==> src/rtl/adl_pkg.sv <==
// Shared types, constants and helpers for the Adler-32 checksum block.
package adl_pkg;

  localparam int unsigned MAX_LANES = 8;
  localparam int unsigned CNT_W     = 4;
  localparam int unsigned BSUM_W    = 11;  // up to 8 * 255
  localparam int unsigned WSUM_W    = 14;  // up to 36 * 255
  localparam int unsigned LANE_W    = 12;  // weight times byte

  localparam logic [16:0] ADLER_MOD = 17'd65521;

  // One word after the lane stage: sums found by the lanes plus control.
  typedef struct packed {
    logic [CNT_W-1:0]  count;
    logic [BSUM_W-1:0] byte_sum;
    logic [WSUM_W-1:0] wsum;
    logic              first;
    logic              last;
    logic [31:0]       seed;
  } stage_t;

  // Final reduction for a value known to stay below twice the modulus.
  function automatic logic [15:0] mod_fix(input logic [16:0] x);
    logic [16:0] d;
    d = x - ADLER_MOD;
    return (x >= ADLER_MOD) ? d[15:0] : x[15:0];
  endfunction

endpackage

==> src/rtl/adl_if.sv <==
// Valid/ready channel interfaces for message words and checksum results.
interface adl_in_if;
  logic        valid;
  logic        ready;
  logic [63:0] data_bytes;
  logic [3:0]  byte_count;
  logic        first_item;
  logic        last_item;
  logic [31:0] seed;

  modport source (output valid, data_bytes, byte_count, first_item, last_item, seed,
                  input ready);
  modport sink   (input valid, data_bytes, byte_count, first_item, last_item, seed,
                  output ready);
endinterface

interface adl_out_if;
  logic        valid;
  logic        ready;
  logic [31:0] checksum;

  modport source (output valid, checksum, input ready);
  modport sink   (input valid, checksum, output ready);
endinterface

==> src/rtl/adler32_checksum.sv <==
// Top level of the Adler-32 checksum block.
// Takes one word of up to BYTES_PER_ITEM message bytes (byte 0 in bits 7:0,
// first in order) per clock and returns the checksum {weighted sum, byte sum}
// when a word marked last_item has been folded in. A word marked first_item
// loads the sums from seed before its bytes. Throughput is one word per
// cycle unless held; a last word passes the lane-stage register, then its
// checksum waits in the output register. The pipeline holds only while a
// checksum waits in the output register and out_ch.ready is low.
module adler32_checksum #(
  parameter int unsigned BYTES_PER_ITEM = 8
) (
  input  logic             clk,
  input  logic             rst_n,
  adl_in_if.sink           in_ch,
  adl_out_if.source        out_ch
);
  import adl_pkg::*;

  logic   adv;
  stage_t st;
  logic   st_valid;
  logic   out_valid;

  // Advance everything unless a result is stuck at the output.
  assign adv         = !out_valid || out_ch.ready;
  assign in_ch.ready = adv;

  adl_front #(.BYTES_PER_ITEM(BYTES_PER_ITEM)) u_front (
    .clk        (clk),
    .rst_n      (rst_n),
    .adv        (adv),
    .in_valid   (in_ch.valid),
    .data_bytes (in_ch.data_bytes),
    .byte_count (in_ch.byte_count),
    .first_item (in_ch.first_item),
    .last_item  (in_ch.last_item),
    .seed       (in_ch.seed),
    .st         (st),
    .st_valid   (st_valid)
  );

  adl_accum u_accum (
    .clk       (clk),
    .rst_n     (rst_n),
    .adv       (adv),
    .st        (st),
    .st_valid  (st_valid),
    .out_valid (out_valid),
    .checksum  (out_ch.checksum)
  );

  assign out_ch.valid = out_valid;

endmodule

==> src/rtl/adl_lane.sv <==
// One byte lane: masks its byte and forms its position-weighted term.
module adl_lane #(
  parameter int unsigned LANE = 0
) (
  input  logic [7:0]                    lane_byte,
  input  logic [adl_pkg::CNT_W-1:0]     count,
  output logic [7:0]                    byte_o,
  output logic [adl_pkg::LANE_W-1:0]    weighted_o
);
  import adl_pkg::*;

  logic             active;
  logic [CNT_W-1:0] weight;

  assign active     = (CNT_W'(LANE) < count);
  assign weight     = count - CNT_W'(LANE);
  assign byte_o     = active ? lane_byte : 8'd0;
  assign weighted_o = active ? (LANE_W'(weight) * LANE_W'(lane_byte)) : '0;

endmodule

==> src/rtl/adl_front.sv <==
// Lane stage: saturates the count, runs the byte lanes and merges their sums.
module adl_front #(
  parameter int unsigned BYTES_PER_ITEM = 8
) (
  input  logic                    clk,
  input  logic                    rst_n,
  input  logic                    adv,
  input  logic                    in_valid,
  input  logic [63:0]             data_bytes,
  input  logic [3:0]              byte_count,
  input  logic                    first_item,
  input  logic                    last_item,
  input  logic [31:0]             seed,
  output adl_pkg::stage_t         st,
  output logic                    st_valid
);
  import adl_pkg::*;

  localparam logic [CNT_W-1:0] MAX_CNT = CNT_W'(BYTES_PER_ITEM);

  logic [CNT_W-1:0]  count_sat;
  logic [7:0]        lane_byte [BYTES_PER_ITEM];
  logic [LANE_W-1:0] lane_wt   [BYTES_PER_ITEM];
  logic [BSUM_W-1:0] bsum;
  logic [WSUM_W-1:0] wsum;
  stage_t            st_r, st_nxt;
  logic              st_valid_r;

  assign count_sat = (byte_count > MAX_CNT) ? MAX_CNT : byte_count;

  for (genvar k = 0; k < BYTES_PER_ITEM; k++) begin : g_lane
    adl_lane #(.LANE(k)) u_lane (
      .lane_byte  (data_bytes[8*k +: 8]),
      .count      (count_sat),
      .byte_o     (lane_byte[k]),
      .weighted_o (lane_wt[k])
    );
  end

  // Merge the lanes.
  always_comb begin
    bsum = '0;
    wsum = '0;
    for (int k = 0; k < BYTES_PER_ITEM; k++) begin
      bsum = bsum + BSUM_W'(lane_byte[k]);
      wsum = wsum + WSUM_W'(lane_wt[k]);
    end
    st_nxt.count    = count_sat;
    st_nxt.byte_sum = bsum;
    st_nxt.wsum     = wsum;
    st_nxt.first    = first_item;
    st_nxt.last     = last_item;
    st_nxt.seed     = seed;
  end

  always_ff @(posedge clk) begin
    if (!rst_n) begin
      st_valid_r <= 1'b0;
    end else if (adv) begin
      st_valid_r <= in_valid;
    end
  end

  always_ff @(posedge clk) begin
    if (adv) begin
      st_r <= st_nxt;
    end
  end

  assign st       = st_r;
  assign st_valid = st_valid_r;

endmodule

==> src/rtl/adl_accum.sv <==
// Running sums: folds each word into the two mod-65521 sums, holds the result.
module adl_accum (
  input  logic            clk,
  input  logic            rst_n,
  input  logic            adv,
  input  adl_pkg::stage_t st,
  input  logic            st_valid,
  output logic            out_valid,
  output logic [31:0]     checksum
);
  import adl_pkg::*;

  logic [15:0] a_r, a_nxt;
  logic [15:0] b_r, b_nxt;
  logic        out_valid_r;
  logic [31:0] checksum_r;

  logic [15:0] base_a, base_b;
  logic [16:0] a_sum;
  logic [19:0] ca;
  logic [20:0] b_sum;
  logic [16:0] b_fold;

  always_comb begin
    base_a = st.first ? st.seed[15:0]  : a_r;
    base_b = st.first ? st.seed[31:16] : b_r;
    ca     = 20'(st.count) * 20'(base_a);
    a_sum  = 17'(base_a) + 17'(st.byte_sum);
    b_sum  = 21'(base_b) + 21'(ca) + 21'(st.wsum);
    // 2^16 is 15 mod 65521: fold the high bits back in.
    b_fold = 17'(b_sum[15:0]) + 17'(b_sum[20:16]) * 17'd15;
    if (st.count != '0) begin
      a_nxt = mod_fix(a_sum);
      b_nxt = mod_fix(b_fold);
    end else begin
      // no bytes: keep the sums unreduced
      a_nxt = base_a;
      b_nxt = base_b;
    end
  end

  always_ff @(posedge clk) begin
    if (!rst_n) begin
      a_r         <= '0;
      b_r         <= '0;
      out_valid_r <= 1'b0;
    end else if (adv) begin
      out_valid_r <= st_valid && st.last;
      if (st_valid) begin
        a_r <= a_nxt;
        b_r <= b_nxt;
      end
    end
  end

  always_ff @(posedge clk) begin
    if (adv && st_valid && st.last) begin
      checksum_r <= {b_nxt, a_nxt};
    end
  end

  assign out_valid = out_valid_r;
  assign checksum  = checksum_r;

endmodule

==> src/flat_wrapper.sv <==
// flat-port wrapper written by rule: the top's interface ports become plain ports
module adler32_checksum_flat import adl_pkg::*;
#(
  parameter int unsigned BYTES_PER_ITEM = 8
)
  (clk, rst_n, in_ch_valid, in_ch_data_bytes, in_ch_byte_count, in_ch_first_item, in_ch_last_item, in_ch_seed, in_ch_ready, out_ch_valid, out_ch_checksum, out_ch_ready);
  adl_in_if in_ch_i ();
  adl_out_if out_ch_i ();
  input  logic clk;
  input  logic rst_n;
  input wire logic [$bits(in_ch_i.valid)-1:0] in_ch_valid;
  input wire logic [$bits(in_ch_i.data_bytes)-1:0] in_ch_data_bytes;
  input wire logic [$bits(in_ch_i.byte_count)-1:0] in_ch_byte_count;
  input wire logic [$bits(in_ch_i.first_item)-1:0] in_ch_first_item;
  input wire logic [$bits(in_ch_i.last_item)-1:0] in_ch_last_item;
  input wire logic [$bits(in_ch_i.seed)-1:0] in_ch_seed;
  output wire logic [$bits(in_ch_i.ready)-1:0] in_ch_ready;
  output wire logic [$bits(out_ch_i.valid)-1:0] out_ch_valid;
  output wire logic [$bits(out_ch_i.checksum)-1:0] out_ch_checksum;
  input wire logic [$bits(out_ch_i.ready)-1:0] out_ch_ready;
  assign in_ch_i.valid = in_ch_valid;
  assign in_ch_i.data_bytes = in_ch_data_bytes;
  assign in_ch_i.byte_count = in_ch_byte_count;
  assign in_ch_i.first_item = in_ch_first_item;
  assign in_ch_i.last_item = in_ch_last_item;
  assign in_ch_i.seed = in_ch_seed;
  assign in_ch_ready = in_ch_i.ready;
  assign out_ch_valid = out_ch_i.valid;
  assign out_ch_checksum = out_ch_i.checksum;
  assign out_ch_i.ready = out_ch_ready;
  adler32_checksum #(.BYTES_PER_ITEM(BYTES_PER_ITEM)) u_core (.clk(clk), .rst_n(rst_n), .in_ch(in_ch_i), .out_ch(out_ch_i));
endmodule
==> config.mk <==
export PLATFORM = sky130hd
export DESIGN_NAME = adler32_checksum_flat
export DESIGN_NICKNAME = d
export VERILOG_FILES = /design/src/rtl/adl_pkg.sv /design/src/rtl/adl_if.sv /design/src/rtl/adler32_checksum.sv /design/src/rtl/adl_lane.sv /design/src/rtl/adl_front.sv /design/src/rtl/adl_accum.sv /design/src/flat_wrapper.sv
export SDC_FILE = /design/constraint.sdc
export NUM_CORES = 1
export LEC_CHECK = 0
export BUFFER_PORTS_ARGS = -buffer_cell sky130_fd_sc_hd__buf_2
export CAP_MARGIN = 30
export CORE_MARGIN = 2
export CORE_UTILIZATION = 35
export DETAILED_ROUTE_END_ITERATION = 10
export PLACE_DENSITY_LB_ADDON = 0.08
export SYNTH_ARGS = -nofsm -noshare
export SYNTH_HDL_FRONTEND = slang
export SYNTH_HIERARCHICAL = 1
export SYNTH_SLANG_ARGS = --single-unit
==> constraint.sdc <==
create_clock -name clk -period 18.5 [get_ports clk]
set_clock_uncertainty 0.2 [all_clocks]
set_input_delay 0 -clock clk [delete_from_list [all_inputs] [get_ports clk]]
set_output_delay 0 -clock clk [all_outputs]
set_load 0.01 [all_outputs]
* Yosys cells after proc, flatten, opt, wreduce, memory -nomap -nowiden
Index checks and enable logic that the tools add are counted.
** Storage, ports and cells
- Input port bits :: 106
- Memories :: 0
- Latch bits :: 0
- Flip-flop bits (word level) :: 129
- RAM bits :: 0
- ROM bits :: 0
** Cells by class
- Add/subtract/negate cells :: 27
- Equal/unequal tests :: 0
- Div/mod/pow operators :: 0
- Shifts and indexed selects :: 0
- Magnitude comparators :: 11
- Reductions and logical operators :: 7
- Multiply operators :: 10
- Bitwise logic cells :: 0
- Mux-type cells :: 23
** Operators by type and width (count)
- 4-bit by 8-bit multiplier with 12-bit output :: 8
- 12-bit 2-to-1 mux :: 8
- 16-bit 2-to-1 mux :: 6
- 14-bit by 12-bit adder with 14-bit output :: 5
- 8-bit 2-to-1 mux :: 8
- 11-bit by 8-bit adder with 11-bit output :: 4
- 17-bit by 16-bit greater-or-equal comparator with 1-bit output, second input constant :: 2
- 16-bit subtractor, second input constant :: 2
- 16-bit by 20-bit adder with 21-bit output :: 1
- 21-bit by 14-bit adder with 21-bit output :: 1
- 4-bit by 16-bit multiplier with 20-bit output :: 1
- 16-bit by 11-bit adder with 17-bit output :: 1
- 16-bit by 9-bit adder with 17-bit output :: 1
- 3-bit by 4-bit less-than comparator with 1-bit output, first input constant :: 4
- 4-bit by 3-bit subtractor with 4-bit output, second input constant :: 4
- 13-bit by 12-bit adder with 14-bit output :: 1
- 12-bit by 12-bit adder with 13-bit output :: 1
- 10-bit by 8-bit adder with 11-bit output :: 1
- 9-bit by 8-bit adder with 10-bit output :: 1
- 8-bit by 8-bit adder with 9-bit output :: 1
- 5-bit by 4-bit multiplier with 9-bit output, second input constant :: 1
- 1-bit by 4-bit less-than comparator with 1-bit output, first input constant :: 2
- 2-bit by 4-bit less-than comparator with 1-bit output, first input constant :: 2
- 4-bit by 2-bit subtractor with 4-bit output, second input constant :: 2
- other kinds (8) :: 10

* Logic depth before layout (Yosys ltp)
Gate-level depths: netlist of the first run.
- Depth in word-level cells :: 12
- Depth in mapped cells :: 41
- Depth with buffers taken out :: 37

* By module
The synthesis of the first run kept the hierarchy.
** Modules (own cells, without submodules)
- adl_accum :: times used 1, cells each 1021, sequential area each 1621.6 sq um, area each 8714.6 sq um
- adl_front :: times used 1, cells each 508, sequential area each 1911.8 sq um, area each 5938.2 sq um
- adl_lane at u_core.u_front.g_lane[1].u_lane :: times used 1, cells each 144, sequential area each 0.0 sq um, area each 1131.1 sq um
- adl_lane at u_core.u_front.g_lane[0].u_lane :: times used 1, cells each 137, sequential area each 0.0 sq um, area each 1123.6 sq um
- adl_lane at u_core.u_front.g_lane[5].u_lane :: times used 1, cells each 141, sequential area each 0.0 sq um, area each 1117.3 sq um
- adl_lane at u_core.u_front.g_lane[4].u_lane :: times used 1, cells each 147, sequential area each 0.0 sq um, area each 1097.3 sq um
- adl_lane at u_core.u_front.g_lane[6].u_lane :: times used 1, cells each 145, sequential area each 0.0 sq um, area each 1088.5 sq um
- adl_lane at u_core.u_front.g_lane[3].u_lane :: times used 1, cells each 137, sequential area each 0.0 sq um, area each 1082.3 sq um
- adl_lane at u_core.u_front.g_lane[2].u_lane :: times used 1, cells each 140, sequential area each 0.0 sq um, area each 1081.0 sq um
- adl_lane at u_core.u_front.g_lane[7].u_lane :: times used 1, cells each 139, sequential area each 0.0 sq um, area each 1079.8 sq um
- adler32_checksum :: times used 1, cells each 1, sequential area each 0.0 sq um, area each 6.3 sq um

* Worst setup path before layout of the first run
OpenSTA, ideal clock, no wires.
- Kind :: register -> register
- From :: register u_core.u_front.st_r (netlist bit u_core/u_front/st[33])
- To :: register u_core.u_accum.checksum_r[19], in the netlist u_core/u_accum/checksum[19] (data pin)
- Path slack :: 8.485 ns
- Data required time :: 18.043 ns
- Buffers on the path :: 4
- Arrival time :: 9.558 ns
- Stages on the path, launching flop included :: 38
- Path through :: edfxtp_1 buf_2 buf_1 buf_1 mux2_2 and2_1 fa_1 fa_1 inv_1 fa_1 inv_1 ha_1 o211ai_1 a21oi_2 o211a_1 o41ai_2 o21bai_1 a21o_1 [2 not listed] xor2_1 xor2_1 fa_1 inv_1 fa_1 inv_1 ha_1 o21ai_1 or4b_1 nand3_2 nand4_1 nand4b_2 or3b_4 a2111oi_4 buf_6 nand3_2 a41oi_2 nor2_1
** On the way
- Cells in the longest elaborated chain, start to end :: 9
- Elaborated cells on any way between the ends :: 11
- Classes of those cells :: add/sub: 4; mul: 2; order compare: 1; mux: 4
** RTL lines
- from (decl) :: RTL line adl_front.sv:26 : stage_t st_r, st_nxt;
- from (signal assigned) :: RTL line adl_front.sv:66 : st_r <= st_nxt;
- 16-bit 2-to-1 mux :: RTL line adl_accum.sv:25 : base_a = st.first ? st.seed[15:0] : a_r;
- 4-bit by 16-bit multiplier with 20-bit output :: RTL line adl_accum.sv:27 : ca = 20'(st.count) * 20'(base_a);
- 16-bit by 20-bit adder with 21-bit output :: RTL line adl_accum.sv:29 : b_sum = 21'(base_b) + 21'(ca) + 21'(st.wsum);
- 21-bit by 14-bit adder with 21-bit output :: RTL line adl_accum.sv:29
- 5-bit by 4-bit multiplier with 9-bit output :: RTL line adl_accum.sv:31 : b_fold = 17'(b_sum[15:0]) + 17'(b_sum[20:16]) * 17'd15;
- 16-bit by 9-bit adder with 17-bit output :: RTL line adl_accum.sv:31
- 16-bit subtractor or 17-bit by 16-bit greater-or-equal comparator with 1-bit output (tied branches) :: RTL line adl_pkg.sv:25, adl_pkg.sv:26
- 16-bit 2-to-1 mux :: RTL line adl_pkg.sv:26 : return (x >= ADLER_MOD) ? d[15:0] : x[15:0];
- 16-bit 2-to-1 mux (*) :: RTL line adl_accum.sv:32 : if (st.count != '0) begin
- named net u_core.u_accum.b_nxt[3] :: RTL line adl_accum.sv:14 : logic [15:0] b_r, b_nxt;
- to (signal assigned) :: RTL line adl_accum.sv:58 : checksum_r <= {b_nxt, a_nxt};
- to (decl) :: RTL line adl_accum.sv:16 : logic [31:0] checksum_r;
Mark *: on every way through the listed nets, which the timed path passes. The rest lies on a longest branch.
A chain may end at the register's enable or synchronous reset.

* Worst setup path in the final report of the first run
- From :: register u_core.u_front.st_r (netlist bit u_core/u_front/st[33])
- To :: register u_core.u_accum.checksum_r[16], in the netlist u_core/u_accum/checksum[16] (data pin)
Same word-level chain as after synthesis.

==> impl_results.md, run 1 <==
* Post-synth top area share at 24.1%
* DRT iter0 DRCs at 972
* Grt ovf at 0
* Drt first pass iters at 6
* Crit-path max FO at 34
* Cells after synthesis at 2660
* Worst min path class: in -> reg
* Final HPWL DP at 57500 um
* DR vias at 18600
* Netlist cell types at 103
* First-pass GRT wire length at 110000 um
* Period minus WS final at 10.65 ns
* Sequential cell area fraction in the yosys report at 15.1%
* CP startpoint kind: flop
* Layout area overhead at 11.4%
* Status: finished clean
* Starting density of the core at 35.5%
* Post-synth EDFFs at 95
* Post-CTS setup repair buffer count at 0
* Final setup TNS at 0 ns
* Seq. cell area at 3530 um^2
* Synth Area per Inst at 8.82 um^2
* Vias/cell at 5.04
* Layout cells sized above 1 at 10.4%
* Top cells by area, synth: fa_1 (24%), edfxtp_1 (12%), ha_1 (12%)
* Fmax at 93.9 MHz
* Final Cycle Share at 57.5%
* Core Footprint at 66100 um^2
* Commonest cells in the netlist: inv_1 (513), fa_1 (282), ha_1 (224), and2_1 (202), nand2_1 (150)
* Fillers at 6804
* Crit end category: flop
* Critical path's most frequent cell: fa_1
* Largest stage delay, worst path at 0.69 ns
* Synth Register Bits at 129
* CTS Buf Count at 17
* IO Pins at 140
* Die height at 263 um
* Initial antenna violation count at 0
* Routed WL at 69100 um
* Critical path required time at 18.46 ns
* Root buf cell: clkbuf_16
* Vias in the first global route at 19200
* Per-cell routed wire length at 18.7 um
* Arrival @ worst endpoint at 10.60 ns
* TritonCTS clock tree: done
* Largest net degree at the start of global routing at 70
* Clock tree sinks at 129
* FP Rows at 94
* Syn Std Cell Area at 23500 um^2
* Ys flop type: edfxtp_1
* Yosys top cell by area: fa_1
* GP Congestion at 0.885
* # nets final at 3427
* CTS Buffer Depth at 2
* Slew margin rel. at 32.9%
* Worst skew pair latency at 0.44 ns
* Crit-path slowest cell: a2111oi_4
* Fraction of registers with async set/reset at 0%
* H-tree depth at 4
* Hold Fails Final Rpt at 0
* Die width at 263 um
* RSZ-0062 raised after global routing: false
* Die area at 69100 um^2
* DR DRC count at 0
* Slew Limit Fails at 0
* Most frequent cell after synthesis: inv_1
* Final Setup Violations at 0
* Maximum Capacitance Violations at 0
* Multi-input logic area at 17800 um^2
* Total track usage at 20.1%
* Syn Nets at 3272
* # port buffers at 139
* Yosys warns at 6
* Register clock-pin slew on the reported worst setup and hold paths at 0.06 ns
* ANT nets after route at 0
* Slew @ Worst Pin at 1.01 ns
* Kind of critical path: reg -> reg
-- cells by family (layout without fill, tap and decap cells) --
| kind of cell | Yosys count | in the layout | share of synthesized area, % |
|---|---|---|---|
| and+or+nand+nor | 876 | 876 | 20.8 |
| buffers and inverters | 573 | 741 | 9.35 |
| adders and majority gates | 507 | 507 | 36.1 |
| AOI/OAI and AO/OA | 434 | 434 | 13.1 |
| DFF | 129 | 129 | 15.1 |
| xor gates and xnor gates | 89 | 89 | 3.32 |
| muxes | 52 | 52 | 2.33 |
| other | 0 | 1 | 0 |
-- sequential cells by signal, summed over array words and instances (netlist names) --
name	cells
u_core/u_accum/b_r	16
u_core/u_accum/out_valid	1
u_core/u_accum/checksum	32
u_core/u_accum/a_r	16
u_core/u_front/st_valid	1
u_core/u_front/st	63
-- routing by layer --
| layer | part of all wire, % | global-route usage [%] | vias up |
|---|---|---|---|
| met5 | 0 | 0 | - |
| met4 | 1.9 | 4.45 | 0 |
| met3 | 2.4 | 1.51 | 64 |
| met2 | 51 | 36.7 | 348 |
| met1 | 45 | 25.8 | 9185 |
| li1 | - | - | 9018 |
-- final cells by class --
| type | instances | area share [%] |
|---|---|---|
| Multi-Input combinational cell | 1958 | 68.0 |
| Sequential cell | 129 | 13.5 |
| Inverter | 513 | 7.37 |
| Timing Repair Buffer | 196 | 4.75 |
| Tap cell | 864 | 4.14 |
| Clock buffer | 17 | 1.63 |
| Clock inverter | 15 | 0.570 |
| Antenna cell | 1 | 0.00958 |
-- layout by cell type, fill, tap and decap left out, types with 9 or more instances in the layout --
master,Yosys,routed
a211o_1,12,12
a211oi_1,27,27
a21o_1,24,24
a21oi_1,80,80
a31oi_1,14,14
and2_1,202,202
and2_4,11,11
and3_1,18,18
buf_2,5,139
buf_4,2,17
clkbuf_16,0,17
dfxtp_1,34,34
dlygate4sd3_1,0,39
edfxtp_1,95,95
fa_1,282,282
ha_1,224,224
inv_1,513,513
mux2_2,20,20
mux2i_1,32,32
nand2_1,150,150
nand2b_1,47,46
nand3_1,61,61
nand4_1,9,9
nor2_1,127,127
nor2b_1,116,113
nor2b_4,6,9
nor3_1,52,52
o211ai_1,23,23
o21a_1,34,34
o21ai_0,81,81
o21ai_1,13,13
o21bai_1,15,15
o31ai_1,16,16
xnor2_1,46,46
xor2_1,43,43
-- path summary, 6_finish.rpt --
path                                               endpoint  slack (ns)                   from  cells past startpoint
worst max-delay path            u_core/u_accum/checksum[16]        7.85  u_core/u_front/st[33]                     34
worst min-delay path                  u_core/u_front/st[34]        0.02    in_ch_data_bytes[0]                      4
worst max register to register  u_core/u_accum/checksum[16]        7.85  u_core/u_front/st[33]                     34
worst min register to register        u_core/u_accum/b_r[9]        0.28  u_core/u_accum/b_r[9]                      2
-- critical path, delay by kind of cell, from the launching register on --
| kind | cells | cell delay [ns] |
|---|---|---|
| adder cells (fa/ha/maj) | 7 | 3.40 |
| XOR/XNOR | 3 | 0.58 |
| flip-flops | 1 | 0.32 |
| multiplexers | 2 | 0.72 |
| AO/OA/AOI/OAI | 9 | 2.35 |
| buffers and inverters | 5 | 0.65 |
| AND/OR/NAND/NOR | 8 | 2.07 |
-- metrics by stage --
step	setup WS (ns)	cells	util (%)	hold slack (ns)	instance area [um^2]
floorplan	8.48	2660	-	-0.101	23500
global placement	8.04	3620	38.0	-0.0202	25100
detailed placement	7.87	3620	38.0	-0.0212	25100
CTS	7.83	3690	39.5	0.0231	26100
global route	7.06	3692	39.5	0.0613	26100
finish	7.85	3693	39.5	0.0213	26100
-- repair_timing --
item,4_1_cts,5_1_grt
hold buffers,38,1
endpoints found under the hold margin,48,10
resized for setup,0,0
Power of run 1 is not shown: default switching activity piles up to over one toggle a cycle in this logic, so the estimate is an artifact.
==> inputs of run 2 (changes only) <==
==> constraint.sdc (replaced) <==
create_clock -name clk -period 10.5 [get_ports clk]
set_clock_uncertainty 0.2 [all_clocks]
set_input_delay 0 -clock clk [delete_from_list [all_inputs] [get_ports clk]]
set_output_delay 0 -clock clk [all_outputs]
set_load 0.01 [all_outputs]
==> run 2 against run 1 <==
Via count is essentially flat. Critical path depth is the same. Setup slack lost 7.3 ns. Non-clock buffer count grew 21. Register-to-register slack lost 7.3 ns. Cell count grew 0.54%. Utilization grew 0.25 points. Sequential share of layout area shrank 0.084 points. Wire length grew 0.55%. Clock-buffer cell count grew 1. Critical path type unchanged.
==> impl_results.md, run 2 (synthesized netlist as in run 1, its figures left out) <==
* Status: finished clean
* Total track usage at 20.2% (+0.15 points)
* Final setup TNS at 0 ns (unchanged)
* Starting density of the core at 35.5% (unchanged)
* Commonest non-fill, non-tap cell in the layout: inv_1
* Vias in the first global route at 19100 (-0.76%)
* Largest stage delay, worst path at 0.59 ns (-0.10 ns)
* TritonCTS clock tree: done
* CTS Buffer Depth at 2 (unchanged)
* R2r setup slk at 0.59 ns (-7.27 ns)
* Period minus WS final at 9.91 ns (-0.734 ns)
* H-tree depth at 4 (unchanged)
* First-pass GRT wire length at 110000 um (+0.53%)
* FP Rows at 94 (unchanged)
* Hold Fails Final Rpt at 0 (unchanged)
* DR vias at 18600 (-0.054%)
* GP Congestion at 0.883 (-0.23%)
* HP Start: in_ch_data_bytes[0]
* Critical path required time at 10.48 ns (-7.98 ns)
* Buf/Inv on CP at 5 (unchanged)
* Terminus of the critical flop-to-flop path: u_core/u_accum/checksum[18]
* Most frequent cells in the layout: inv_1 (513), fa_1 (282), ha_1 (224)
* Root buf cell: clkbuf_16
* Worst skew pair latency at 0.43 ns (about the same)
* Fillers at 6821 (+0.25%)
* Worst hold endpoint: u_core/u_front/st[48]
* # port buffers at 139 (unchanged)
* Multi-input logic area at 17800 um^2 (+0.11%)
* Final Setup Violations at 0 (unchanged)
* Crit-path leading delay family: adder cells
* Crit-path slowest cell: or4b_1
* Layout cells sized above 1 at 11.2% (+0.77 points)
* IO Pins at 140 (unchanged)
* Drt first pass iters at 5 (-1)
* DRT iter0 DRCs at 906 (-6.8%)
* CP startpoint kind: flop
* Kind of critical path: reg -> reg
* Routed WL at 69400 um (+0.55%)
* ANT nets after route at 0 (unchanged)
* Worst min path class: in -> reg
* Antenna Cells at 0 (-1)
* Die width at 263 um (unchanged)
* Largest net degree at the start of global routing at 70 (unchanged)
* Final HPWL DP at 58100 um (+1.0%)
* Critical path's most frequent cell: fa_1
* Slew @ Worst Pin at 0.963 ns (-0.0434 ns)
* Vias/cell at 5.01 (-0.59%)
* Largest register FFs at 63 (unchanged)
* Crit-path max FO at 6 (-82%)
* Maximum Capacitance Violations at 0 (unchanged)
* Clock tree sinks at 129 (unchanged)
* Slew Limit Fails at 0 (unchanged)
* Fmax at 101 MHz (+7.4%)
* CTS Buf Count at 17 (unchanged)
* DR DRC count at 0 (unchanged)
* Die area at 69100 um^2 (unchanged)
* Slew margin rel. at 35.8% (+2.9 points)
* Core Footprint at 66100 um^2 (unchanged)
* Per-cell routed wire length at 18.7 um (about the same)
* R2R Path Start: u_core/u_front/st[33]
* Seq. cell area at 3530 um^2 (unchanged)
* Worst-case reg-to-reg path depth at 34 (unchanged)
* Hold depth at 4 (unchanged)
* Register clock-pin slew on the reported worst setup and hold paths at 0.06 ns (about the same)
* Layout area overhead at 12.1%
* Arrival @ worst endpoint at 9.89 ns (-0.71 ns)
* Die height at 263 um (unchanged)
* # nets final at 3448 (+0.61%)
* Initial antenna violation count at 0 (unchanged)
* Grt ovf at 0 (unchanged)
* Final Cycle Share at 94.4% (+37 points)
* Crit end category: flop
==> run 2: cell types whose count changed in the layout (fill, tap and decap cells not counted), sizes merged <==
cell,change
buf,+22
clkbuf,+1
clkinv,+1
clkinvlp,+1
diode,-1
dlygate4sd3,-1
inv,-3
==> run 2: worst register-to-register path, delay by kind of cell (launching register included) <==
| kind | cells | cell delay, ns |
|---|---|---|
| flip-flops | 1 | 0.35 |
| AO/OA/AOI/OAI | 11 | 2.41 |
| adder cells (fa/ha/maj) | 7 | 3.33 |
| multiplexers | 1 | 0.43 |
| buffers and inverters | 5 | 0.37 |
| AND/OR/NAND/NOR | 8 | 2.21 |
| XOR/XNOR | 2 | 0.36 |
==> run 2: per-stage QoR <==
step	instances	instance area [um^2]	util (%)	hold slack (ns)	setup slack (ns)
final	3713	26300	39.8	0.0280	0.588
after global routing	3713	26300	39.8	0.0555	-0.00735
after floorplan	2660	23500	-	-0.101	0.485
after detailed placement	3637	25300	38.3	-0.0219	0.190
after global placement	3637	25300	38.3	-0.0224	0.350
after CTS	3707	26200	39.7	0.0270	0.123
==> run 2: timing repair <==
action,CTS,global route
hold endpoints to repair,52,0
hold buffers,38,0
endpoints found under the setup margin,0,29
buffers inserted,0,6
resized for setup,0,3
==> run 2: worst max-delay path by stage <==
stage | from | endpoint | slack, ns | cells after the start
finish | u_core/u_front/st[33] | u_core/u_accum/checksum[18] | 0.59 | 34
global route | u_core/u_front/st[33] | u_core/u_accum/checksum[18] | -0.007 | 34
CTS | u_core/u_front/st[33] | u_core/u_accum/checksum[19] | 0.12 | 33
detailed placement | u_core/u_front/st[33] | u_core/u_accum/checksum[19] | 0.19 | 33
global placement | u_core/u_front/st[33] | u_core/u_accum/checksum[19] | 0.35 | 33
floorplan | u_core/u_front/st[33] | u_core/u_accum/checksum[19] | 0.48 | 37
==> run 2: final cells by class <==
type	count	share of cell area, %
tap	864	4.11
sequential	129	13.4
inverter	513	7.32
clock buffer	18	1.63
multi-input combinational	1958	67.7
timing repair buffer	217	5.33
clock inverter	14	0.500
==> run 2: layer usage <==
layer | track usage (%) | up-vias | routed length [um]
met5 | 0 | - | 0
met4 | 3.09 | 0 | 792
met3 | 1.32 | 44 | 1450
met2 | 37.3 | 293 | 35900
met1 | 26.4 | 9188 | 31300
li1 | - | 9080 | -
Power of run 2 is left out for the same reason.
==> inputs of run 3 (changes only) <==
--- a/config.mk
+++ b/config.mk
@@ -13,5 +13,4 @@
 export PLACE_DENSITY_LB_ADDON = 0.08
 export SYNTH_ARGS = -nofsm -noshare
 export SYNTH_HDL_FRONTEND = slang
-export SYNTH_HIERARCHICAL = 1
 export SYNTH_SLANG_ARGS = --single-unit
==> run 3 against run 2 <==
Setup slack worse by 0.049 ns. Worst hold slack got worse by 0.016 ns. Sequential share of layout area is 0.96 points higher. Die area down 6.5%. Register-to-register slack got worse by 0.05 ns. Synthesized cell count is 8.5% lower. Synthesized area down 6.6%. Flip-flop and latch count did not move. Utilization shrank 0.085 points. Global-route usage is 0.31 points higher. Critical path depth down 1. Fmax shrank 0.49%. Highest routed layer unchanged.
==> impl_results.md, run 3 <==
* R2r setup slk at 0.54 ns (-0.05 ns)
* Post-CTS setup repair buffer count at 0 (unchanged)
* Commonest cells in the netlist: inv_1 (416), nand2_1 (318), fa_1 (282), ha_1 (226), and2_1 (132)
* Crit-path max FO at 37 (+31)
* Hold depth at 2 (-2)
* Die area at 64600 um^2 (-6.5%)
* Simple-Gate Fraction of Synth Area at 17.4% (-3.4 points)
* Clock tree sinks at 129 (unchanged)
* R2R Path Start: u_core.u_front.st[33]
* Main combinational cell family by area after synthesis: adder cells
* CTS Buf Count at 17 (unchanged)
* ANT nets after route at 0 (unchanged)
* Worst-case reg-to-reg path depth at 33 (-2.9%)
* Final HPWL DP at 54200 um (-6.7%)
* Yosys top cell by area: fa_1
* Worst skew pair latency at 0.43 ns (about the same)
* Maximum Capacitance Violations at 0 (unchanged)
* Status: finished clean
* FP Rows at 91 (-3.2%)
* Period minus WS final at 9.96 ns (+0.0487 ns)
* Die height at 254 um (-3.3%)
* Yosys warns at 0 (-6)
* Grt ovf at 0 (unchanged)
* Starting density of the core at 35.4% (-0.061 points)
* Syn Nets at 3047 (-6.9%)
* Synth Register Bits at 129 (unchanged)
* Vias/cell at 4.90 (-2.3%)
* Post-synth top area share at 25.8% (+1.7 points)
* Fillers at 6285 (-7.9%)
* Sequential cell area fraction in the yosys report at 16.1% (+1.1 points)
* Hold Fails Final Rpt at 0 (unchanged)
* Largest stage delay, worst path at 0.55 ns (-0.04 ns)
* IO Pins at 140 (unchanged)
* Post-place setup slack at 0.267 ns (+0.0767 ns)
* Most frequent cells in the layout: inv_1 (415), nand2_1 (318), fa_1 (282)
* Top cells by area, synth: fa_1 (26%), edfxtp_1 (13%), ha_1 (13%)
* RSZ-0062 raised after global routing: false
* Critical path required time at 10.62 ns (+0.14 ns)
* Synth Area per Inst at 9.00 um^2 (+2.1%)
* Routed WL at 65000 um (-6.5%)
* # port buffers at 139 (unchanged)
* Synth Area in Compound Gates at 11.8% (-1.3 points)
* DR DRC count at 0 (unchanged)
* H-tree depth at 4 (unchanged)
* Register clock-pin slew on the reported worst setup and hold paths at 0.06 ns (about the same)
* Vias in the first global route at 17500 (-8.5%)
* Die width at 254 um (-3.3%)
* CP startpoint kind: flop
* Terminus of the critical flop-to-flop path: u_core.u_accum.b_r[7]
* Layout area overhead at 12.0% (about the same)
* Post-synth EDFFs at 95 (unchanged)
* DR vias at 16800 (-9.6%)
* Post-Place Cell Area at 23500 um^2 (-6.9%)
* Fmax at 100 MHz (-0.49%)
* Slew @ Worst Pin at 0.926 ns (-0.0374 ns)
* Arrival @ worst endpoint at 10.09 ns (+0.20 ns)
* HP Start: in_ch_byte_count[3]
* Synth Area in Adders at 38.7% (+2.7 points)
* Most frequent cell after synthesis: inv_1
* Kind of critical path: reg -> reg
* Core Footprint at 61800 um^2 (-6.5%)
* Design area at 24500 um^2 (-6.7%)
* Slew Limit Fails at 0 (unchanged)
* Root buf cell: clkbuf_16
* Final setup TNS at 0 ns (unchanged)
* Largest register FFs at 63 (unchanged)
* Drt first pass iters at 7 (+2)
* Netlist cell types at 106 (+2.9%)
* Antenna Cells at 0 (unchanged)
* Per-cell routed wire length at 18.9 um (+1.1%)
* Layout cells sized above 1 at 10.5% (-0.69 points)
* GP Congestion at 0.880 (-0.42%)
* Crit end category: flop
* Fraction of registers with async set/reset at 0% (unchanged)
* CTS Buffer Depth at 2 (unchanged)
* Xor/xnor cell area share of the yosys netlist at 5.11% (+1.8 points)
* Worst hold endpoint: u_core.u_front.st[62]
* Worst min path class: in -> reg
* Final Cycle Share at 94.9% (+0.46 points)
* Slew margin rel. at 38.1% (+2.3 points)
* Ys flop type: edfxtp_1
* Largest net degree at the start of global routing at 69 (-1.4%)
* Critical path's most frequent cell: fa_1
* # nets final at 3199 (-7.2%)
* Initial antenna violation count at 0 (unchanged)
* Commonest non-fill, non-tap cell in the layout: inv_1
* CP Launch Point: u_core.u_front.st[33]
* DRT iter0 DRCs at 792 (-13%)
* Final worst slack at 0.539 ns (-0.0487 ns)
* Mux contribution to synthesized area at 2.24% (-0.081 points)
* Cells after synthesis at 2433 (-8.5%)
* Crit-path slowest cell: fa_1
* Final Setup Violations at 0 (unchanged)
* First-pass GRT wire length at 101000 um (-8.4%)
* Total track usage at 20.5% (+0.31 points)
* Syn Std Cell Area at 21900 um^2 (-6.6%)
* TritonCTS clock tree: done
[run 3: changes by cell type after synthesis, moves of 28 or more]
cell	change
and2_1	-70
nor3_1	-36
nand2_1	+168
inv_1	-97
xnor2_1	+34
nor2b_1	-59
a21oi_1	+33
nor2_1	-38
o21a_1	-28
[run 3: through the flow]
| step | hold WS (ns) | utilization, % | instances |
|---|---|---|---|
| 2_1_floorplan | -0.101 | - | 2433 |
| 3_3_place_gp | -0.0230 | 38.1 | 3367 |
| 3_5_place_dp | -0.0219 | 38.1 | 3368 |
| 4_1_cts | 0.00321 | 39.7 | 3435 |
| 5_1_grt | 0.0162 | 39.7 | 3435 |
| 6_report | 0.0118 | 39.7 | 3435 |
[run 3: final cells by class]
| cell class | instances | area, um^2 | area share, % |
|---|---|---|---|
| Multi-Input combinational cell | 1822 | 16500 | 67.3 |
| Inverter | 416 | 1560 | 6.36 |
| Sequential cell | 129 | 3530 | 14.4 |
| Timing Repair Buffer | 199 | 1250 | 5.08 |
| Clock buffer | 17 | 425 | 1.73 |
| Tap cell | 837 | 1050 | 4.27 |
| Clock inverter | 15 | 205 | 0.836 |
[run 3: worst max-delay path, delay by kind of cell (launching register included)]
family / cells / cell delay (ns)
flops: 1 / 0.37
xor+xnor: 3 / 0.68
buf+inv: 5 / 0.46
fa+ha+maj: 7 / 3.41
simple gates: 4 / 0.69
compound gates: 13 / 3.57
mux: 1 / 0.44
[run 3: logic make-up after synthesis]
family	after synthesis
multiplexers	46
AO/OA/AOI/OAI	375
adder cells (fa/ha/maj)	509
AND/OR/NAND/NOR	766
flip-flops	129
buffers and inverters	482
XOR/XNOR	126
[run 3: worst max path at each step]
stage,end,slack [ns],cells after the start
after global placement,u_core.u_accum.checksum[25],0.35,33
after detailed placement,u_core.u_accum.checksum[25],0.27,33
after global routing,u_core.u_accum.b_r[7],0.01,36
after CTS,u_core.u_accum.checksum[25],0.21,33
final,u_core.u_accum.b_r[7],0.54,33
after floorplan,u_core.u_accum.checksum[25],0.61,35
[run 3: what timing repair did]
item / 4_1_cts / 5_1_grt
endpoints found under the hold margin: 35 / 0
setup endpoints to repair: 0 / 31
gates resized for setup: 0 / 6
hold buffers: 35 / 0
[run 3: metal layers]
| layer | up-vias | wire length, um | track usage [%] |
|---|---|---|---|
| met5 | - | 0 | 0 |
| met1 | 8292 | 28200 | 25.9 |
| met4 | 0 | 1140 | 4.25 |
| met2 | 294 | 33900 | 38.3 |
| li1 | 8180 | - | - |
| met3 | 51 | 1710 | 1.51 |
Power of run 3 is left out for the same reason.
